===== config.mk =====
export PLATFORM = sky130hd
export DESIGN_NAME = wheel_imu_pose_odometry
export DESIGN_NICKNAME = d
export VERILOG_FILES = /design/src/rtl/wipo_pkg.sv /design/src/rtl/wheel_imu_pose_odometry.sv /design/src/rtl/wipo_engine.sv
export SDC_FILE = /design/constraint.sdc
export NUM_CORES = 2
export LEC_CHECK = 0
export BUFFER_PORTS_ARGS = -buffer_cell sky130_fd_sc_hd__buf_2
export CAP_MARGIN = 25
export CELL_PAD_IN_SITES_DETAIL_PLACEMENT = 1
export CELL_PAD_IN_SITES_GLOBAL_PLACEMENT = 1
export CORE_AREA = 2 2 507 509
export DETAILED_ROUTE_END_ITERATION = 6
export DIE_AREA = 0 0 509 511
export GPL_ROUTABILITY_DRIVEN = 1
export PLACE_DENSITY_LB_ADDON = 0.1
export SETUP_SLACK_MARGIN = 0.02
export SLEW_MARGIN = 20
export SYNTH_ARGS = -nofsm -noshare
export SYNTH_HDL_FRONTEND = slang
export SYNTH_SLANG_ARGS = --single-unit

===== constraint.sdc =====
create_clock -name clock -period 11 [get_ports clock]
set_input_delay 0.55 -clock clock [delete_from_list [all_inputs] [get_ports clock]]
set_output_delay 0.55 -clock clock [all_outputs]
set_load 0.01 [all_outputs]

===== src/rtl/wipo_pkg.sv =====
// Shared types, constants and tables for the wheel/heading pose tracker.
// No dependencies; used by wipo_engine and wheel_imu_pose_odometry.
package wipo_pkg;

   localparam int ANGLE_BITS   = 16;                 // angle resolution in bits of a half turn
   localparam int CORDIC_STEPS = 16;                 // CORDIC iterations, at most 24
   localparam int ANGLE_DROP   = 31 - ANGLE_BITS;    // low angle bits rounded away
   localparam int MUL_STEPS    = 32;                 // multiplier bits per product
   localparam int DIV_STEPS    = 72;                 // dividend bits per quotient
   localparam int CNT_W        = 7;
   localparam int CSR_IDX_W    = 2;

   localparam logic [31:0] PI_Q30       = 32'd3373259426;
   localparam logic [31:0] GAIN_Q30     = 32'd652032874;
   localparam logic [31:0] TRAVEL_DIV   = 32'd18000;
   localparam logic [31:0] TRAVEL_HALF  = 32'd9000;
   localparam logic [15:0] ARC_SCALE    = 16'd36000;

   localparam logic [CSR_IDX_W-1:0] CSR_RADIUS   = 2'd0;
   localparam logic [CSR_IDX_W-1:0] CSR_FWD_OFS  = 2'd1;
   localparam logic [CSR_IDX_W-1:0] CSR_SIDE_OFS = 2'd2;

   // atan(2^-i) in binary angle, 2^32 per turn; padded to a power of two
   localparam logic [31:0] ATAN_TURN [32] = '{
      32'h20000000, 32'h12E4051E, 32'h09FB385B, 32'h051111D4, 32'h028B0D43, 32'h0145D7E1,
      32'h00A2F61E, 32'h00517C55, 32'h0028BE53, 32'h00145F2F, 32'h000A2F98, 32'h000517CC,
      32'h00028BE6, 32'h000145F3, 32'h0000A2FA, 32'h0000517D, 32'h000028BE, 32'h0000145F,
      32'h00000A30, 32'h00000518, 32'h0000028C, 32'h00000146, 32'h000000A3, 32'h00000051,
      32'h0, 32'h0, 32'h0, 32'h0, 32'h0, 32'h0, 32'h0, 32'h0
   };

   typedef enum logic [1:0] {
      OP_MUL,
      OP_DIV,
      OP_COR
   } op_type;

   typedef struct packed {
      logic        start;
      op_type      op;
      logic [71:0] a;      // multiplicand or dividend magnitude
      logic [31:0] b;      // multiplier, divisor or angle
      logic        neg;    // negate the result
   } eng_cmd_type;

   typedef struct packed {
      logic               done;
      logic signed [63:0] res;
      logic signed [33:0] cos_q30;
      logic signed [33:0] sin_q30;
   } eng_sts_type;

   typedef struct packed {
      logic               command;
      logic signed [31:0] forward_angle;
      logic signed [31:0] sideways_angle;
      logic        [15:0] heading;
      logic signed [31:0] pose_x;
      logic signed [31:0] pose_y;
   } req_type;

   typedef struct packed {
      logic signed [31:0] position_x;
      logic signed [31:0] position_y;
      logic        [15:0] heading_now;
   } rsp_type;

   typedef enum logic [4:0] {
      ST_IDLE,
      ST_TXMUL,
      ST_TXDIV,
      ST_TYMUL,
      ST_TYDIV,
      ST_ACOR,
      ST_AXDIV,
      ST_AXMUL,
      ST_AYDIV,
      ST_AYMUL,
      ST_MCOR,
      ST_G1,
      ST_G2,
      ST_G3,
      ST_G4,
      ST_DONE
   } st_type;

endpackage


===== src/rtl/wheel_imu_pose_odometry.sv =====
// Operation: set_pose goes straight to the result; a tick, with or without a heading
//   change, runs on the serial multiplier, serial divider and 16-step CORDIC, all in
//   wipo_engine, used one operation at a time.
// Throughput: one transaction at a time; the next is taken once the result is in the
//   output register, even while that result still waits on rsp_stall.
// Reset (synchronous, active high): pose, wheel history and heading cleared; registers
//   back to radius 1.375 in, offsets 3.125 in and 5.35 in.
module wheel_imu_pose_odometry (
   input  logic                              clock,
   input  logic                              reset,
   input  logic                              req_valid,
   output logic                              req_stall,
   input  wipo_pkg::req_type                 req_data,
   output logic                              rsp_valid,
   input  logic                              rsp_stall,
   output wipo_pkg::rsp_type                 rsp_data,
   input  logic                              csr_we,
   input  logic [wipo_pkg::CSR_IDX_W-1:0]    csr_index,
   input  logic [11:0]                       csr_wdata
);
   import wipo_pkg::*;

   // control
   st_type state_ff, state_in;
   logic   run_ff, run_in;
   logic   rsp_valid_ff, rsp_valid_in;
   rsp_type rsp_data_ff, rsp_data_in;

   // configuration
   logic [11:0] radius_ff, radius_in;
   logic [11:0] fwd_ofs_ff, fwd_ofs_in;
   logic [11:0] side_ofs_ff, side_ofs_in;

   // architectural state
   logic [31:0] last_fwd_ff, last_fwd_in;
   logic [31:0] last_side_ff, last_side_in;
   logic [15:0] last_head_ff, last_head_in;
   logic [31:0] gx_ff, gx_in;
   logic [31:0] gy_ff, gy_in;

   // per-transaction working values (two's complement)
   logic [31:0]        df_ff, df_in, ds_ff, ds_in;
   logic [15:0]        dh_ff, dh_in;
   logic [16:0]        mid_ff, mid_in;
   logic [63:0]        tmp_ff, tmp_in;
   logic [63:0]        dxl_ff, dxl_in, dyl_ff, dyl_in;
   logic signed [33:0] sh_ff, sh_in, cm_ff, cm_in, sm_ff, sm_in;

   eng_cmd_type cmd;
   eng_sts_type sts;

   logic        x_axis, d_neg, fin, is_op, accept;
   logic [31:0] d_mag, ud;
   logic [43:0] d_r;
   logic [15:0] dh_mag;
   logic [63:0] tmp_mag, dxl_mag, dyl_mag;
   logic [33:0] sh_abs, sm_abs, cm_abs;
   logic [31:0] sh2_mag;

   wipo_engine u_engine (
      .clock (clock),
      .reset (reset),
      .cmd   (cmd),
      .sts   (sts)
   );

   always_comb begin
      // operand magnitudes
      x_axis  = (state_ff == ST_TXMUL) || (state_ff == ST_TXDIV) || (state_ff == ST_AXDIV);
      d_neg   = x_axis ? ds_ff[31] : df_ff[31];
      d_mag   = x_axis ? (ds_ff[31] ? 32'd0 - ds_ff : ds_ff)
                       : (df_ff[31] ? 32'd0 - df_ff : df_ff);
      d_r     = 44'(d_mag) * 44'(radius_ff);
      dh_mag  = dh_ff[15] ? 16'd0 - dh_ff : dh_ff;
      ud      = 32'(dh_mag) * 32'(ARC_SCALE);
      tmp_mag = tmp_ff[63] ? 64'd0 - tmp_ff : tmp_ff;
      dxl_mag = dxl_ff[63] ? 64'd0 - dxl_ff : dxl_ff;
      dyl_mag = dyl_ff[63] ? 64'd0 - dyl_ff : dyl_ff;
      sh_abs  = sh_ff[33] ? 34'd0 - sh_ff : sh_ff;
      sm_abs  = sm_ff[33] ? 34'd0 - sm_ff : sm_ff;
      cm_abs  = cm_ff[33] ? 34'd0 - cm_ff : cm_ff;
      sh2_mag = {sh_abs[30:0], 1'b0};

      state_in     = state_ff;
      rsp_valid_in = rsp_valid_ff && rsp_stall;
      rsp_data_in  = rsp_data_ff;
      radius_in    = radius_ff;
      fwd_ofs_in   = fwd_ofs_ff;
      side_ofs_in  = side_ofs_ff;
      last_fwd_in  = last_fwd_ff;
      last_side_in = last_side_ff;
      last_head_in = last_head_ff;
      gx_in        = gx_ff;
      gy_in        = gy_ff;
      df_in        = df_ff;
      ds_in        = ds_ff;
      dh_in        = dh_ff;
      mid_in       = mid_ff;
      tmp_in       = tmp_ff;
      dxl_in       = dxl_ff;
      dyl_in       = dyl_ff;
      sh_in        = sh_ff;
      cm_in        = cm_ff;
      sm_in        = sm_ff;

      // each arithmetic state: issue once, then wait for the engine
      is_op     = (state_ff != ST_IDLE) && (state_ff != ST_DONE);
      fin       = run_ff && sts.done;
      run_in    = is_op && !fin;
      cmd.start = is_op && !run_ff;
      cmd.op    = OP_MUL;
      cmd.a     = '0;
      cmd.b     = '0;
      cmd.neg   = 1'b0;

      req_stall = (state_ff != ST_IDLE);
      accept    = req_valid && !req_stall;

      if (csr_we) begin
         priority case (csr_index)
            CSR_RADIUS:   radius_in   = csr_wdata;
            CSR_FWD_OFS:  fwd_ofs_in  = csr_wdata;
            CSR_SIDE_OFS: side_ofs_in = csr_wdata;
            default: ;
         endcase
      end

      unique case (state_ff)
         ST_IDLE: begin
            if (accept) begin
               if (req_data.command) begin
                  // set pose: wheel history stays
                  gx_in        = req_data.pose_x;
                  gy_in        = req_data.pose_y;
                  last_head_in = req_data.heading;
                  state_in     = ST_DONE;
               end else begin
                  df_in        = req_data.forward_angle - last_fwd_ff;
                  ds_in        = req_data.sideways_angle - last_side_ff;
                  dh_in        = req_data.heading - last_head_ff;
                  // twice the mid-arc heading, 17 bits of a turn
                  mid_in       = {last_head_ff, 1'b0} + {dh_in[15], dh_in};
                  last_fwd_in  = req_data.forward_angle;
                  last_side_in = req_data.sideways_angle;
                  last_head_in = req_data.heading;
                  state_in     = (dh_in == 16'd0) ? ST_TXMUL : ST_ACOR;
               end
            end
         end

         // straight travel: round(|d|*r*pi/2^30), then *256/18000 rounded
         ST_TXMUL, ST_TYMUL: begin
            cmd.op = OP_MUL;
            cmd.a  = 72'(d_r);
            cmd.b  = PI_Q30;
            if (fin) begin
               tmp_in   = sts.res;
               state_in = (state_ff == ST_TXMUL) ? ST_TXDIV : ST_TYDIV;
            end
         end
         ST_TXDIV, ST_TYDIV: begin
            cmd.op  = OP_DIV;
            cmd.a   = {tmp_ff, 8'd0} + 72'(TRAVEL_HALF);
            cmd.b   = TRAVEL_DIV;
            cmd.neg = d_neg;
            if (fin) begin
               if (state_ff == ST_TXDIV) begin
                  dxl_in   = sts.res;
                  state_in = ST_TYMUL;
               end else begin
                  dyl_in   = sts.res;
                  state_in = ST_MCOR;
               end
            end
         end

         // arc: chord = (radius +/- offset) * 2*sin(dh/2)
         ST_ACOR: begin
            cmd.op = OP_COR;
            cmd.b  = {dh_ff[15], dh_ff, 15'd0};
            if (fin) begin
               sh_in    = sts.sin_q30;
               state_in = ST_AXDIV;
            end
         end
         ST_AXDIV, ST_AYDIV: begin
            // arc radius in Q16.16: |d|*r*2^24/(36000*|dh|), rounded
            cmd.op  = OP_DIV;
            cmd.a   = 72'({d_r, 24'd0}) + 72'(ud[31:1]);
            cmd.b   = ud;
            cmd.neg = d_neg ^ dh_ff[15];
            if (fin) begin
               if (state_ff == ST_AXDIV) begin
                  tmp_in   = sts.res + {44'd0, side_ofs_ff, 8'd0};
                  state_in = ST_AXMUL;
               end else begin
                  tmp_in   = sts.res - {44'd0, fwd_ofs_ff, 8'd0};
                  state_in = ST_AYMUL;
               end
            end
         end
         ST_AXMUL, ST_AYMUL: begin
            cmd.op  = OP_MUL;
            cmd.a   = 72'(tmp_mag);
            cmd.b   = sh2_mag;
            cmd.neg = tmp_ff[63] ^ sh_ff[33];
            if (fin) begin
               if (state_ff == ST_AXMUL) begin
                  dxl_in   = sts.res;
                  state_in = ST_AYDIV;
               end else begin
                  dyl_in   = sts.res;
                  state_in = ST_MCOR;
               end
            end
         end

         // rotate by the mid-arc heading
         ST_MCOR: begin
            cmd.op = OP_COR;
            cmd.b  = {mid_ff, 15'd0};
            if (fin) begin
               cm_in    = sts.cos_q30;
               sm_in    = sts.sin_q30;
               state_in = ST_G1;
            end
         end
         ST_G1: begin
            cmd.a   = 72'(dyl_mag);
            cmd.b   = sm_abs[31:0];
            cmd.neg = dyl_ff[63] ^ sm_ff[33];
            if (fin) begin
               gx_in    = gx_ff + sts.res[31:0];
               state_in = ST_G2;
            end
         end
         ST_G2: begin
            cmd.a   = 72'(dxl_mag);
            cmd.b   = cm_abs[31:0];
            cmd.neg = dxl_ff[63] ^ cm_ff[33];
            if (fin) begin
               gx_in    = gx_ff + sts.res[31:0];
               state_in = ST_G3;
            end
         end
         ST_G3: begin
            cmd.a   = 72'(dyl_mag);
            cmd.b   = cm_abs[31:0];
            cmd.neg = dyl_ff[63] ^ cm_ff[33];
            if (fin) begin
               gy_in    = gy_ff + sts.res[31:0];
               state_in = ST_G4;
            end
         end
         ST_G4: begin
            cmd.a   = 72'(dxl_mag);
            cmd.b   = sm_abs[31:0];
            cmd.neg = dxl_ff[63] ^ sm_ff[33];
            if (fin) begin
               gy_in    = gy_ff - sts.res[31:0];
               state_in = ST_DONE;
            end
         end

         // hand the result to the output register once it is free
         ST_DONE: begin
            if (!rsp_valid_ff || !rsp_stall) begin
               rsp_valid_in            = 1'b1;
               rsp_data_in.position_x  = gx_ff;
               rsp_data_in.position_y  = gy_ff;
               rsp_data_in.heading_now = last_head_ff;
               state_in                = ST_IDLE;
            end
         end

         default: state_in = ST_IDLE;
      endcase

      rsp_valid = rsp_valid_ff;
      rsp_data  = rsp_data_ff;
   end

   always_ff @(posedge clock) begin
      if (reset) begin
         state_ff     <= ST_IDLE;
         run_ff       <= 1'b0;
         rsp_valid_ff <= 1'b0;
         radius_ff    <= 12'd352;
         fwd_ofs_ff   <= 12'd800;
         side_ofs_ff  <= 12'd1370;
         last_fwd_ff  <= '0;
         last_side_ff <= '0;
         last_head_ff <= '0;
         gx_ff        <= '0;
         gy_ff        <= '0;
      end else begin
         state_ff     <= state_in;
         run_ff       <= run_in;
         rsp_valid_ff <= rsp_valid_in;
         radius_ff    <= radius_in;
         fwd_ofs_ff   <= fwd_ofs_in;
         side_ofs_ff  <= side_ofs_in;
         last_fwd_ff  <= last_fwd_in;
         last_side_ff <= last_side_in;
         last_head_ff <= last_head_in;
         gx_ff        <= gx_in;
         gy_ff        <= gy_in;
      end
   end

   always_ff @(posedge clock) begin
      rsp_data_ff <= rsp_data_in;
      df_ff       <= df_in;
      ds_ff       <= ds_in;
      dh_ff       <= dh_in;
      mid_ff      <= mid_in;
      tmp_ff      <= tmp_in;
      dxl_ff      <= dxl_in;
      dyl_ff      <= dyl_in;
      sh_ff       <= sh_in;
      cm_ff       <= cm_in;
      sm_ff       <= sm_in;
   end

endmodule


===== src/rtl/wipo_engine.sv =====
// Shared serial arithmetic: shift-add multiplier with Q30 rounding, restoring divider,
// and an iterative CORDIC for sine/cosine. Depends on wipo_pkg.
module wipo_engine (
   input  logic                  clock,
   input  logic                  reset,
   input  wipo_pkg::eng_cmd_type cmd,
   output wipo_pkg::eng_sts_type sts
);
   import wipo_pkg::*;

   localparam logic signed [33:0] QTR  = 34'sh0_4000_0000;
   localparam logic signed [33:0] HALF = 34'sh0_8000_0000;

   logic             busy_ff, busy_in;
   logic             done_ff, done_in;
   op_type           op_ff, op_in;
   logic             neg_ff, neg_in;
   logic [CNT_W-1:0] cnt_ff, cnt_in;
   logic [95:0]      p_ff, p_in;
   logic [63:0]      a_ff, a_in;
   logic [71:0]      q_ff, q_in;
   logic [31:0]      rem_ff, rem_in;
   logic [31:0]      d_ff, d_in;
   logic signed [33:0] x_ff, x_in, y_ff, y_in, z_ff, z_in;
   logic             flip_ff, flip_in;

   logic [64:0]        madd;
   logic [32:0]        trial;
   logic signed [33:0] xs, ys, at, z0;
   logic [31:0]        aq;
   logic [CNT_W-1:0]   last;
   logic [95:0]        prnd;
   logic [63:0]        mag;

   always_comb begin
      busy_in = busy_ff;
      done_in = 1'b0;
      op_in   = op_ff;
      neg_in  = neg_ff;
      cnt_in  = cnt_ff;
      p_in    = p_ff;
      a_in    = a_ff;
      q_in    = q_ff;
      rem_in  = rem_ff;
      d_in    = d_ff;
      x_in    = x_ff;
      y_in    = y_ff;
      z_in    = z_ff;
      flip_in = flip_ff;

      madd  = {1'b0, p_ff[95:32]} + (p_ff[0] ? {1'b0, a_ff} : 65'd0);
      trial = {rem_ff, q_ff[71]};
      xs    = x_ff >>> cnt_ff[4:0];
      ys    = y_ff >>> cnt_ff[4:0];
      at    = {2'b00, ATAN_TURN[cnt_ff[4:0]]};

      // round the start angle to the CORDIC resolution
      aq = cmd.b + 32'(1 << (ANGLE_DROP - 1));
      aq = aq & ~32'((1 << ANGLE_DROP) - 1);
      z0 = {{2{aq[31]}}, aq};

      unique case (op_ff)
         OP_MUL:  last = CNT_W'(MUL_STEPS - 1);
         OP_DIV:  last = CNT_W'(DIV_STEPS - 1);
         default: last = CNT_W'(CORDIC_STEPS - 1);
      endcase

      if (cmd.start) begin
         busy_in = 1'b1;
         op_in   = cmd.op;
         neg_in  = cmd.neg;
         cnt_in  = '0;
         unique case (cmd.op)
            OP_MUL: begin
               p_in = {64'd0, cmd.b};
               a_in = cmd.a[63:0];
            end
            OP_DIV: begin
               q_in   = cmd.a;
               rem_in = '0;
               d_in   = cmd.b;
            end
            default: begin
               x_in    = {2'b00, GAIN_Q30};
               y_in    = '0;
               flip_in = 1'b0;
               z_in    = z0;
               if (z0 > QTR) begin
                  z_in    = z0 - HALF;
                  flip_in = 1'b1;
               end else if (z0 < -QTR) begin
                  z_in    = z0 + HALF;
                  flip_in = 1'b1;
               end
            end
         endcase
      end else if (busy_ff) begin
         unique case (op_ff)
            OP_MUL: begin
               p_in = {madd, p_ff[31:1]};
            end
            OP_DIV: begin
               if (trial >= {1'b0, d_ff}) begin
                  rem_in = 32'(trial - {1'b0, d_ff});
                  q_in   = {q_ff[70:0], 1'b1};
               end else begin
                  rem_in = trial[31:0];
                  q_in   = {q_ff[70:0], 1'b0};
               end
            end
            default: begin
               if (!z_ff[33]) begin
                  x_in = x_ff - ys;
                  y_in = y_ff + xs;
                  z_in = z_ff - at;
               end else begin
                  x_in = x_ff + ys;
                  y_in = y_ff - xs;
                  z_in = z_ff + at;
               end
            end
         endcase
         cnt_in = cnt_ff + 1'b1;
         if (cnt_ff == last) begin
            busy_in = 1'b0;
            done_in = 1'b1;
         end
      end

      // results: Q30 product rounded half away from zero, quotient as is
      prnd = p_ff + 96'd536870912;
      mag  = (op_ff == OP_MUL) ? prnd[93:30] : q_ff[63:0];
      sts.done    = done_ff;
      sts.res     = neg_ff ? -$signed(mag) : $signed(mag);
      sts.cos_q30 = flip_ff ? -x_ff : x_ff;
      sts.sin_q30 = flip_ff ? -y_ff : y_ff;
   end

   always_ff @(posedge clock) begin
      if (reset) begin
         busy_ff <= 1'b0;
         done_ff <= 1'b0;
         op_ff   <= OP_MUL;
         cnt_ff  <= '0;
      end else begin
         busy_ff <= busy_in;
         done_ff <= done_in;
         op_ff   <= op_in;
         cnt_ff  <= cnt_in;
      end
   end

   always_ff @(posedge clock) begin
      neg_ff  <= neg_in;
      p_ff    <= p_in;
      a_ff    <= a_in;
      q_ff    <= q_in;
      rem_ff  <= rem_in;
      d_ff    <= d_in;
      x_ff    <= x_in;
      y_ff    <= y_in;
      z_ff    <= z_in;
      flip_ff <= flip_in;
   end

endmodule


==> results <==
- The slowest stage cell on the critical path is sky130_fd_sc_hd__or4_1.
- After synthesis, the share of flip-flops with an asynchronous set or reset is 0%.
- At the end of the flow the core is filled with cells to between 40% and 50%.
- The share of synthesized area occupied by flip-flops and latches is roughly 31%.
- The max-slew violation count is 0.
- The peak fanout along the critical path is 12.
- The maximum number of buffers from clock root to sink is 3.
- The routability congestion estimate from global placement is around 0.94.
- After layout, the minimum clock period comes to ~10,000 ps.
- The first-pass iteration count of the detailed router is 7.
- The final reports fail on design-rule violations.
- The data arrival time of the worst path is between 10,000 and 15,000 ps.
- The run finished, with violations left.
- The y dimension of the die is 511 um.
- The worst setup path is launched from a flip-flop.
- The final clock period utilization by the worst path is ~95%.
- The count of nets left with antenna violations once routing finished came out at 0.
- The critical path is of the flip-flop to flip-flop type.
- The primary flip-flop cell chosen by synthesis mapping is sky130_fd_sc_hd__edfxtp_1.
- Detailed routing inserted a total of 85,101 vias.
- Buffers inserted during clock tree synthesis total 141.
- After clock tree synthesis, the clock-pin slew on the worst setup and hold paths is 60 ps.
- The average wire length per cell after detail routing is 26.5 um.
- The total area inside the core boundary comes to around 260,000 um2.
- After global routing the overflow that remains totals 0.
- Of all cell types, the one taking the most synthesized area is sky130_fd_sc_hd__edfxtp_1.
- The synthesized netlist occupies a cell area of about 96,000 um2.
- The synthesized design devotes to its leading area cell type ~27% of total area.
- The worst setup path is captured at a flip-flop.
- Across the run, the number of max-cap violations was 0.
- The number of vias per cell is 5.82.
- Counting stages on the worst path, the most repeated cell is sky130_fd_sc_hd__fa_1.
- The path type of the worst min-delay path is input pin to flip-flop.
- Averaged over all synthesized cells, the footprint is about 8.9 um2.
- The Yosys step of the flow raised 0 warnings.
- The number of antenna violations at the first check in global routing is 34.
- For the pin with the worst max-slew slack, the measured transition is roughly 1100 ps.
- The post-CTS setup-driven buffer insertion count is 0.
- The initial cell density of the core is a little under two fifths.
- The width of the chip is 509 um.
- The maximum clock frequency is 95.7 MHz.
- The total of flip-flops plus latches after synthesis is about 1,100.
- The DRC violation count after routing is 3.
- The ratio of cells with drive above 1 in the final layout is between 8 and 9%.
- The I/O pin total is 246.
- Summed over all nets, the half-perimeter wirelength after detailed placement is between 300,000 and 400,000 um.
- CTS saw 1,063 sinks.
- The cell area after placement is between 100,000 and 150,000 um2.
- The wire length of the first global-routing pass is approximately 580,000 um.
- Across every metal layer, demand over resource in global routing totals between 20% and 30%.
- The root cell of the clock tree is sky130_fd_sc_hd__clkbuf_16.
- TritonCTS built the clock tree.
- The die covers 260,000 um2.
- The post-route cell area is 108,000 um2.
- The net total in the final layout is 12,239.
- The signed area change from the synthesized netlist to the final layout is 12.1%.
- The latest clock arrival within the worst-skew pair is 860 ps.
- The total length of routed wires is 388,000 um.
- The required time of the critical path is roughly 12,000 ps.
- The synthesized design contains approximately 870 enable-type register cells.
- The final-report hold violation count is 0.
- The cell count after synthesis came out at between 10,000 and 15,000.
- For the final database, setup skew stands at 51.4 ps.
- The iteration-0 DRC count of the detailed router is 6,616.
- Together, buffers and inverters on the worst path number 5.
- The floorplan has about 190 rows.
- The summed negative setup slack over all endpoints is 0 ps.
- Entering global routing, the biggest net connects approximately 100 pins.
- Sorting the synthesized cells by area gives the leading types as sky130_fd_sc_hd__edfxtp_1 27%, sky130_fd_sc_hd__ha_1 8.0%, sky130_fd_sc_hd__fa_1 7.2%, sky130_fd_sc_hd__xnor2_1 5.9%, sky130_fd_sc_hd__nand2_1 5.6%.
- Grouping stages by cell kind, the critical path spends the most delay in simple AND/OR/NAND/NOR gates.
- Synthesis produced a netlist with a net count of between 10,000 and 15,000.
- The H-tree was split into 4 levels.
- The via count of the first global-routing pass is between 80,000 and 90,000.
- The largest single stage delay on the critical path is about 610 ps.
- The count of port buffers added during placement is 245.
- Counting distinct cell types in the post-synthesis netlist gives 98.
- Setup violations remaining at the end of the flow were counted as 0.
- The worst max-slew margin expressed relative to the limit is about a quarter.
- Setup repair after global routing left no endpoint under its margin.
[cells by family (layout without fill, tap and decap cells)]
group	count (synthesis)	after routing	share of synthesized area [%]
and+or+nand+nor	3649	3649	17.9
AOI/OAI and AO/OA	2584	2584	17.2
buffers and inverters	1279	1615	5.03
xor gates and xnor gates	1150	1150	10.4
DFF	1063	1063	31.1
adders and majority gates	963	963	15.2
muxes	206	206	3.23
other	0	12	0
[cell usage after synthesis, types with 21 or more instances]
cell,n
sky130_fd_sc_hd__a221oi_1,40
sky130_fd_sc_hd__nor3_1,183
sky130_fd_sc_hd__clkbuf_1,455
sky130_fd_sc_hd__a211oi_1,84
sky130_fd_sc_hd__or4_1,87
sky130_fd_sc_hd__mux4_2,79
sky130_fd_sc_hd__nor2_1,808
sky130_fd_sc_hd__or2_2,53
sky130_fd_sc_hd__inv_1,745
sky130_fd_sc_hd__nand2b_1,107
sky130_fd_sc_hd__o211ai_1,46
sky130_fd_sc_hd__o21a_1,66
sky130_fd_sc_hd__fa_1,346
sky130_fd_sc_hd__mux2_2,52
sky130_fd_sc_hd__a311oi_1,32
sky130_fd_sc_hd__or3_1,131
sky130_fd_sc_hd__nand3_1,166
sky130_fd_sc_hd__dfxtp_1,197
sky130_fd_sc_hd__mux2i_1,75
sky130_fd_sc_hd__and2_1,223
sky130_fd_sc_hd__o22ai_1,50
sky130_fd_sc_hd__buf_1,51
sky130_fd_sc_hd__nand3b_1,32
sky130_fd_sc_hd__nor4_1,54
sky130_fd_sc_hd__xor2_1,498
sky130_fd_sc_hd__a222oi_1,21
sky130_fd_sc_hd__a21oi_1,743
sky130_fd_sc_hd__edfxtp_1,866
sky130_fd_sc_hd__o21ai_0,583
sky130_fd_sc_hd__a211o_1,21
sky130_fd_sc_hd__o221ai_1,47
sky130_fd_sc_hd__nand2_1,1435
sky130_fd_sc_hd__xnor2_1,652
sky130_fd_sc_hd__ha_1,617
sky130_fd_sc_hd__nand4_1,83
sky130_fd_sc_hd__nor2b_1,93
sky130_fd_sc_hd__o31ai_1,172
sky130_fd_sc_hd__and3_1,93
sky130_fd_sc_hd__o41ai_1,84
sky130_fd_sc_hd__a31oi_1,88
sky130_fd_sc_hd__o21bai_1,75
sky130_fd_sc_hd__a21o_1,224
sky130_fd_sc_hd__and4_1,26
[worst reg2reg max path: cells and delay by family, from the launching register on]
family	cells	cell delay, ps
mux	1	230
xor+xnor	2	250
fa+ha+maj	6	2880
compound gates	10	2300
flops	1	430
buf+inv	5	570
simple gates	10	3490
[through the flow]
stage          hold slack (ps)  worst slack (ps)  instances
2_1_floorplan              431              1110      10894
3_3_place_gp               441               582      14215
3_5_place_dp               448               505      14218
4_1_cts                   6.86               443      14607
5_1_grt                   48.1              4.86      14620
6_report                  79.1               555      14626
[flip-flops by register name, indices dropped and copies added (netlist names), 32 cells and up]
register	cells
u_engine.y_ff	34
gy_ff	32
rsp_data	80
tmp_ff	64
u_engine.z_ff	34
df_ff	32
u_engine.q_ff	72
dxl_ff	64
sm_ff	33
u_engine.d_ff	32
ds_ff	32
u_engine.a_ff	64
dyl_ff	64
gx_ff	32
cm_ff	33
last_fwd_ff	32
sh_ff	32
u_engine.x_ff	34
last_side_ff	32
u_engine.p_ff	96
u_engine.rem_ff	32
[cell type report]
cell class	count	area, um2
Antenna cell	12	30.0
Clock buffer	170	3730
Clock inverter	91	1140
Fill cell	29490	147000
Inverter	749	2820
Multi-Input combinational cell	8552	61900
Sequential cell	1063	30000
Tap cell	3384	4230
Timing Repair Buffer	605	4300
[final timing paths]
| check | from | slack, ps | to | depth (start not counted) |
|---|---|---|---|---|
| worst min register to register | last_side_ff[18] | 450 | last_side_ff[18] | 2 |
| worst max-delay path | ds_ff[8] | 550 | u_engine.q_ff[67] | 34 |
| worst min-delay path | req_data[4] | 80 | gy_ff[4] | 3 |
| worst max register to register | ds_ff[8] | 550 | u_engine.q_ff[67] | 34 |
[routing by layer]
metal,GRT usage (%),up-vias,wire (um)
met5,0,-,15
met4,10.8,4,15700
met3,3.82,557,21500
met2,47.5,2300,179000
met1,39.5,43097,171000
li1,-,39143,-
[cell usage in the layout, fill, tap and decap left out, types with 47 or more instances in the layout]
cell and count:
sky130_fd_sc_hd__dlygate4sd3_1 128, sky130_fd_sc_hd__mux2i_1 75, sky130_fd_sc_hd__a211oi_1 83, sky130_fd_sc_hd__nand3_1 165, sky130_fd_sc_hd__o31ai_1 171, sky130_fd_sc_hd__nand2b_1 106
sky130_fd_sc_hd__a21o_1 223, sky130_fd_sc_hd__or2_2 51, sky130_fd_sc_hd__nor2_1 805, sky130_fd_sc_hd__xnor2_1 651, sky130_fd_sc_hd__nor2b_1 93, sky130_fd_sc_hd__mux4_2 79
sky130_fd_sc_hd__and2_1 221, sky130_fd_sc_hd__buf_4 223, sky130_fd_sc_hd__or3_1 131, sky130_fd_sc_hd__o41ai_1 83, sky130_fd_sc_hd__nand2_1 1432, sky130_fd_sc_hd__fa_1 346
sky130_fd_sc_hd__a31oi_1 88, sky130_fd_sc_hd__ha_1 617, sky130_fd_sc_hd__nand4_1 83, sky130_fd_sc_hd__inv_1 743, sky130_fd_sc_hd__xor2_1 497, sky130_fd_sc_hd__o21a_1 66
sky130_fd_sc_hd__mux2_2 52, sky130_fd_sc_hd__buf_2 246, sky130_fd_sc_hd__clkbuf_16 144, sky130_fd_sc_hd__o22ai_1 49, sky130_fd_sc_hd__nor4_1 53, sky130_fd_sc_hd__o21bai_1 74
sky130_fd_sc_hd__or4_1 87, sky130_fd_sc_hd__dfxtp_1 190, sky130_fd_sc_hd__edfxtp_1 866, sky130_fd_sc_hd__nor3_1 176, sky130_fd_sc_hd__o221ai_1 47, sky130_fd_sc_hd__o21ai_0 567
sky130_fd_sc_hd__and3_1 91, sky130_fd_sc_hd__a21oi_1 737
[repair_timing]
action                     4_1_cts  5_1_grt
hold buffers                   128        0
setup endpoints to repair        0       10
resized for setup                0        3
hold endpoints to repair       150        0
Power is not shown: default switching activity piles up to over one toggle a cycle in this logic, so the estimate is an artifact.
